File: src/hw/rtl/tah_pkg.sv
`timescale 1ns / 1ps
// ----------------------------------------------------------------------------
// Traffic automaton package
// Shared widths, cell and command codes, and the control structures that the
// top level hands to every row cell.
// ----------------------------------------------------------------------------
package tah_pkg;

  // Default grid bounds for the top-level parameters.
  localparam int DefMaxRows = 64;
  localparam int DefMaxCols = 64;

  // Field widths of the channels.
  localparam int CmdW      = 2;
  localparam int RowFieldW = 6;
  localparam int ColFieldW = 6;
  localparam int CellW     = 2;
  localparam int CfgIdxW   = 1;
  localparam int CfgDataW  = 7;

  typedef logic [CellW-1:0] cell_t;

  // Cell contents.
  localparam cell_t CellEmpty = 2'd0;
  localparam cell_t CellBlue  = 2'd1;
  localparam cell_t CellRed   = 2'd2;
  localparam cell_t CellBad   = 2'd3;

  // Command codes.
  localparam logic [CmdW-1:0] CmdLoad = 2'd0;
  localparam logic [CmdW-1:0] CmdStep = 2'd1;
  localparam logic [CmdW-1:0] CmdRead = 2'd2;

  // Configuration register indexes.
  localparam logic [CfgIdxW-1:0] RegRowsInUse = 1'b0;
  localparam logic [CfgIdxW-1:0] RegColsInUse = 1'b1;

  // Size register reset value and lower clamp.
  localparam logic [CfgDataW-1:0] SizeReset = 7'd64;
  localparam logic [CfgDataW-1:0] SizeMin   = 7'd2;

  // Column-level control broadcast to every row cell.
  typedef struct packed {
    logic  clear;      // start of a command: clear the result chain
    logic  shift;      // rotate the row by one column
    logic  proc;       // the head column is being processed
    logic  step_en;    // command is a half step
    logic  blue;       // half step moves blue cars
    logic  load_en;    // command is a valid load
    cell_t load_val;
    logic  read_en;    // command is a read
    logic  col_in;     // head column lies inside the columns in use
    logic  col_hit;    // head column equals the requested column
    logic  col_last;   // head column is the last column in use
    logic  col0_pass;  // final in-place pass over column 0
    logic  cap_s0;     // capture original column 0
    logic  cap_s1;     // capture original column 1
  } row_ctrl_t;

  // Row-level selection for one cell.
  typedef struct packed {
    logic act;  // row lies inside the rows in use
    logic hit;  // row equals the requested row
  } row_sel_t;

  // Result flags travelling along the chain of cells.
  typedef struct packed {
    cell_t rd;
    logic  mv;
  } chain_res_t;

endpackage

File: src/hw/rtl/tah_row_cell.sv
`timescale 1ns / 1ps
// ----------------------------------------------------------------------------
// Traffic automaton row cell
// Holds one grid row as a rotating shift line and, during a command sweep,
// updates its head column each cycle, using neighbour row heads for blue moves.
// ----------------------------------------------------------------------------
module tah_row_cell #(
  parameter int MAX_COLS = tah_pkg::DefMaxCols
) (
  input  logic                clk_i,
  input  logic                rst_ni,
  input  tah_pkg::row_ctrl_t  ctrl_i,
  input  tah_pkg::row_sel_t   sel_i,
  input  tah_pkg::cell_t      up_i,
  input  tah_pkg::cell_t      down_i,
  input  tah_pkg::chain_res_t res_prev_i,
  output tah_pkg::cell_t      head_o,
  output tah_pkg::chain_res_t res_o
);

  tah_pkg::cell_t      row_q [MAX_COLS];
  tah_pkg::cell_t      row_d [MAX_COLS];
  tah_pkg::cell_t      prev_q, s0_q, s1_q, sl_q;
  tah_pkg::cell_t      orig, nxt, prv, kind, src, dst, new_val, rd_cap;
  logic                active, moved;
  tah_pkg::chain_res_t res_q, res_d;

  // The head always holds the original content of the column in work.
  assign orig   = row_q[0];
  assign head_o = orig;

  // Right and left neighbours in the snapshot; the wrap columns come from captures.
  assign nxt = ctrl_i.col_last ? s0_q : (ctrl_i.col0_pass ? s1_q : row_q[1]);
  assign prv = ctrl_i.col0_pass ? sl_q : prev_q;

  assign kind = ctrl_i.blue ? tah_pkg::CellBlue : tah_pkg::CellRed;
  assign src  = ctrl_i.blue ? up_i : prv;
  assign dst  = ctrl_i.blue ? down_i : nxt;

  assign active = sel_i.act & ctrl_i.col_in & ctrl_i.proc;

  // Cell update: a car leaves if its target was empty, a car arrives if this
  // cell was empty and the source held a car of the moving colour.
  always_comb begin
    new_val = orig;
    moved   = 1'b0;
    rd_cap  = tah_pkg::CellEmpty;
    if (active) begin
      if (ctrl_i.step_en) begin
        if (orig == kind && dst == tah_pkg::CellEmpty) begin
          new_val = tah_pkg::CellEmpty;
          moved   = 1'b1;
        end else if (orig == tah_pkg::CellEmpty && src == kind) begin
          new_val = kind;
        end
      end
      if (ctrl_i.load_en && sel_i.hit && ctrl_i.col_hit) begin
        new_val = ctrl_i.load_val;
      end
      if (ctrl_i.read_en && sel_i.hit && ctrl_i.col_hit) begin
        rd_cap = orig;
      end
    end
  end

  // Row rotation: the processed head goes to the tail, or stays in place on
  // the final pass over column 0.
  always_comb begin
    row_d = row_q;
    if (ctrl_i.shift) begin
      for (int i = 0; i < MAX_COLS - 1; i++) begin
        row_d[i] = row_q[i+1];
      end
      row_d[MAX_COLS-1] = new_val;
    end else if (ctrl_i.proc) begin
      row_d[0] = new_val;
    end
  end

  // Result flags are ORed in from the previous cell and moved on each cycle.
  always_comb begin
    if (ctrl_i.clear) begin
      res_d = '0;
    end else begin
      res_d.rd = res_q.rd | res_prev_i.rd | rd_cap;
      res_d.mv = res_q.mv | res_prev_i.mv | moved;
    end
  end

  assign res_o = res_q;

  // Grid row and result flags.
  always_ff @(posedge clk_i or negedge rst_ni) begin
    if (!rst_ni) begin
      for (int i = 0; i < MAX_COLS; i++) begin
        row_q[i] <= tah_pkg::CellEmpty;
      end
      res_q <= '0;
    end else begin
      row_q <= row_d;
      res_q <= res_d;
    end
  end

  // Snapshot captures for the left neighbour and the wrap columns.
  always_ff @(posedge clk_i) begin
    prev_q <= orig;
    if (ctrl_i.cap_s0) begin
      s0_q <= orig;
    end
    if (ctrl_i.cap_s1) begin
      s1_q <= orig;
    end
    if (ctrl_i.col_last) begin
      sl_q <= orig;
    end
  end

endmodule

File: config.mk
export PLATFORM = sky130hd
export DESIGN_NAME = tah_row_cell
export DESIGN_NICKNAME = d
export VERILOG_FILES = /design/src/hw/rtl/tah_pkg.sv /design/src/hw/rtl/tah_row_cell.sv
export SDC_FILE = /design/constraint.sdc
export NUM_CORES = 1
export LEC_CHECK = 0
export ABC_AREA = 1
export ABC_CLOCK_PERIOD_IN_PS = 1400
export BUFFER_PORTS_ARGS = -buffer_cell sky130_fd_sc_hd__clkbuf_2
export CAP_MARGIN = 25
export CORE_AREA = 3 3 150 152
export CTS_CLUSTER_DIAMETER = 40
export DETAILED_ROUTE_END_ITERATION = 16
export DIE_AREA = 0 0 153 155
export GPL_TIMING_DRIVEN = 0
export PLACE_DENSITY = 0.5
export SYNTH_ARGS = -nofsm -noshare
export SYNTH_HDL_FRONTEND = slang
export SYNTH_SLANG_ARGS = --single-unit
File: constraint.sdc
create_clock -name clk_i -period 1.4 [get_ports clk_i]
set_input_delay 0.07 -clock clk_i [delete_from_list [all_inputs] [get_ports clk_i]]
set_output_delay 0.07 -clock clk_i [all_outputs]
set_load 0.005 [all_outputs]
==> results_tabular.tex <==
\begin{tabular}{lr}
\hline
Metric & Value \\
\hline
\multicolumn{2}{l}{\textbf{Cells and area}} \\
Area taken by multi-input logic gates & 0.00139 mm\^{}2 \\
Layout net count & 648 \\
Number of non-filler instances in the completed layout & 910 \\
Area occupied by registers & around 0.0035 mm\^{}2 \\
ANT cells & 0 \\
Number of inserted filler cells in the final layout & 2,194 \\
Fraction of layout cells with a size suffix above 1 & 15.1\% \\
Area growth from synthesis to final layout & 24.4\% \\
\multicolumn{2}{l}{\textbf{Placed design}} \\
IO Port Bufs & 30 \\
Number of cells in the design after placement & between 800 and 900 \\
Detail Placement HPWL & about 6600 um \\
Final weighted congestion of routability-driven global placement & 0.704 \\
\multicolumn{2}{l}{\textbf{Route}} \\
First-iteration detailed-routing DRC count & 295 \\
Via count & about 3,700 \\
Routed wire length & 10,600 um \\
Routed vias/inst & about 4.1 \\
Drt pass-1 iters & 4 \\
Routed length on met1 & 5560 um \\
Uppermost metal layer occupied by signal nets & met4 \\
Routed wl met2 & 4620 um \\
Routed len/inst & between 10 and 15 um \\
Final ANT Viol Nets & 0 \\
Total length of routed met3 wires & between 300 and 400 um \\
DRC violation count after routing & 0 \\
\multicolumn{2}{l}{\textbf{Outcome}} \\
Status & completed \\
\multicolumn{2}{l}{\textbf{GRT}} \\
Maximum number of pins on one net before global-route repair & about 90 \\
Overflow after GRT & 0 \\
First-pass GRT wire length & 19,400 um \\
Global-route usage over all layers & 9.85\% \\
Number of global-route vias before repair & 3,982 \\
Antenna violations before repair & 0 \\
\multicolumn{2}{l}{\textbf{Pwr}} \\
Power per Cell Area & 1580 mW/mm\^{}2 \\
Standby leakage power & slightly above 3 nW \\
Largest vdd supply drop & 0.862 mV \\
\multicolumn{2}{l}{\textbf{Setup path}} \\
Critical path peak fanout & 7 \\
Critical Path, Cell by Cell & buf\_6 > nand2\_1 > a21oi\_1 > dlygate4sd3\_1 \\
Kind of capture point of the worst setup path & flop \\
Worst setup SP type & flop \\
Slowest-stage cell, CP & dlygate4sd3\_1 \\
Critical path's top delay family & buffers and inverters \\
Type of the worst setup path & flop to flop \\
Longest individual stage delay on the worst path & 550 ps \\
Critical path data required time & 1690 ps \\
Critical path buffer and inverter count & 2 \\
CP arrival & 1660 ps \\
\multicolumn{2}{l}{\textbf{Synth}} \\
Fraction of the yosys area taken by sequential cells & 66.3\% \\
Leading register cell type out of synthesis & dfrtp\_1 \\
Cell area after synthesis & around 0.0053 mm\^{}2 \\
Cell taking the most area after synthesis & dfrtp\_1 \\
Number of different library cells in the post-synthesis netlist & 16 \\
Fraction of synthesized cell area taken by the top area cell type & $\sim$62\% \\
Synth Net Count & between 500 and 600 \\
Fraction of registers with async set or reset after synthesis & 94.2\% \\
Average cell area after synthesis & 9.49 um\^{}2 \\
Number of synthesized flops with an enable pin & 6 \\
Largest cells by area after synthesis & dfrtp\_1 62\%, o21ai\_0 12\%, nand2\_1 11\% \\
Post-synthesis sequential element count & 139 \\
Number of synthesis warnings & 0 \\
Number of instances in the synthesized netlist & roughly 560 \\
\multicolumn{2}{l}{\textbf{Clocking}} \\
Insertion delay of the later-clocked pin in the worst-skew pair & between 400 and 500 ps \\
Worst-case clock buffer depth & 2 \\
TritonCTS sink count & 139 \\
CTS Root Cell & clkbuf\_16 \\
Clock tree from TritonCTS & built \\
Maximum level of the CTS H-tree & 4 \\
Clock-pin slew on the worst setup and hold paths & 60 ps \\
Cts bufs inserted & 17 \\
\multicolumn{2}{l}{\textbf{STA}} \\
Clock period minus final worst setup slack & 1370 ps \\
Worst Hold Margin & 88.8 ps \\
TNS Setup & 0 ps \\
Final Max Slew Viols & 0 \\
RSZ-0062 raised after global routing & yes \\
Transition time at the pin with the least slew margin & 510 ps \\
FMAX & about 730 MHz \\
Final count of negative-setup-slack endpoints & 0 \\
Final Hold Fails & 0 \\
Worst-case headroom to the max-slew limit & 66.0\% \\
Final period util & 97.7\% \\
Clock skew after layout & 10.4 ps \\
\multicolumn{2}{l}{\textbf{Run}} \\
Total of max-cap violations & 0 \\
\multicolumn{2}{l}{\textbf{Floorplanning}} \\
DIE AREA & 0.0237 mm\^{}2 \\
Chip Width & 153 um \\
Initial core utilization & approximately a quarter \\
Vertical die dimension & roughly 160 um \\
Std-Cell Core Area & 0.0212 mm\^{}2 \\
\# rows & 53 \\
I/O pins & 31 \\
\multicolumn{2}{l}{\textbf{Min path}} \\
Class of the tightest hold or removal check & input pin to flop \\
\hline
\end{tabular}
## where the power goes
group | total [mW] | switching, mW | internal [mW]
clock | 4.38 | 1.71 | 2.67
sequential | 4.96 | 0.268 | 4.69
combinational | 1.04 | 0.638 | 0.406
## placed cells by master, fill, tap and decap left out, types with 9 or more instances in the layout
cell and instances:
nand2_1 154, dfrtp_1 129, o21ai_0 125, inv_1 69, clkbuf_2 29, clkbuf_16 17
nor2_1 13, clkbuf_1 13, buf_2 11, dlygate4sd3_1 11, nand3_1 9, buf_4 9
## flip-flops by register name, indices dropped and copies added, names as in the netlist
name and count:
res_o 3, s1_q 2, s0_q 2, row_q 126, sl_q 2, prev_q 2
head_o 2
## synth_stat cells (2+ instances only)
cell,n
o21ai_0,125
nand2_1,157
inv_1,71
a21oi_1,6
dfxtp_1,2
nor2_1,14
edfxtp_1,6
nand3_1,11
dfrtp_1,131
clkbuf_1,13
buf_4,5
buf_2,11
## repair_timing
action,CTS,global route
buffers inserted,2,3
pin swaps,0,9
hold buffers,11,0
resized for setup,2,10
endpoints found under the setup margin,4,4
endpoints found under the hold margin,52,0
## logic make-up after synthesis
| kind of cell | count (synthesis) | share of synthesized area, % |
|---|---|---|
| DFF | 139 | 66.3 |
| AOI/OAI and AO/OA | 132 | 12.6 |
| and+or+nand+nor | 183 | 13.3 |
| buffers and inverters | 102 | 7.87 |
## worst reg2reg max path: cells and delay by family, from the launching register on
family / cells / cell delay [ps]
AO/OA/AOI/OAI: 1 / 50
flip-flops: 1 / 460
buffers and inverters: 2 / 690
AND/OR/NAND/NOR: 1 / 50
## path summary, 6_finish.rpt
path                       cells past startpoint    endpoint        from  slack, ps
setup reg to reg                               4    res_o[2]   head_o[1]         30
hold reg to reg                                2  row_q[124]  row_q[122]        480
max in group asynchronous                      3  row_q[115]      rst_ni        510
hold / removal                                 5    row_q[0]   ctrl_i[7]         90
min in group asynchronous                      2    res_o[1]      rst_ni        140
setup / recovery                               4    res_o[2]   head_o[1]         30
## per-layer routing
| metal | vias to the layer above | track usage, % |
|---|---|---|
| met5 | - | 0 |
| met3 | 2 | 2.84 |
| met1 | 1799 | 13.8 |
| met2 | 46 | 14.6 |
| li1 | 1876 | - |
| met4 | 0 | 3.44 |
## final cells by class
type | instances | area share [%]
Sequential cell | 139 | 53.3
Multi-Input combinational cell | 315 | 21.1
Clock buffer | 18 | 6.69
Tap cell | 275 | 5.24
Timing Repair Buffer | 47 | 5.14
Inverter | 73 | 4.17
Clock inverter | 14 | 2.23
Buffer | 29 | 2.15
## stage by stage
| step | worst slack, ps | util [%] | power, mW | area, um^2 |
|---|---|---|---|---|
| 6_report | 31.6 | 31.1 | 10.4 | 6570 |
| 5_1_grt | -28.2 | 31.1 | 11.0 | 6570 |
| 4_1_cts | 14.4 | 30.8 | 10.5 | 6520 |
| 3_5_place_dp | -71.0 | 27.5 | 6.02 | 5810 |
| 3_3_place_gp | -1990 | 27.3 | 5.97 | 5770 |
| 2_1_floorplan | 217 | - | 5.60 | 5280 |
No activity file was read; power rests on OpenSTA's default activity.
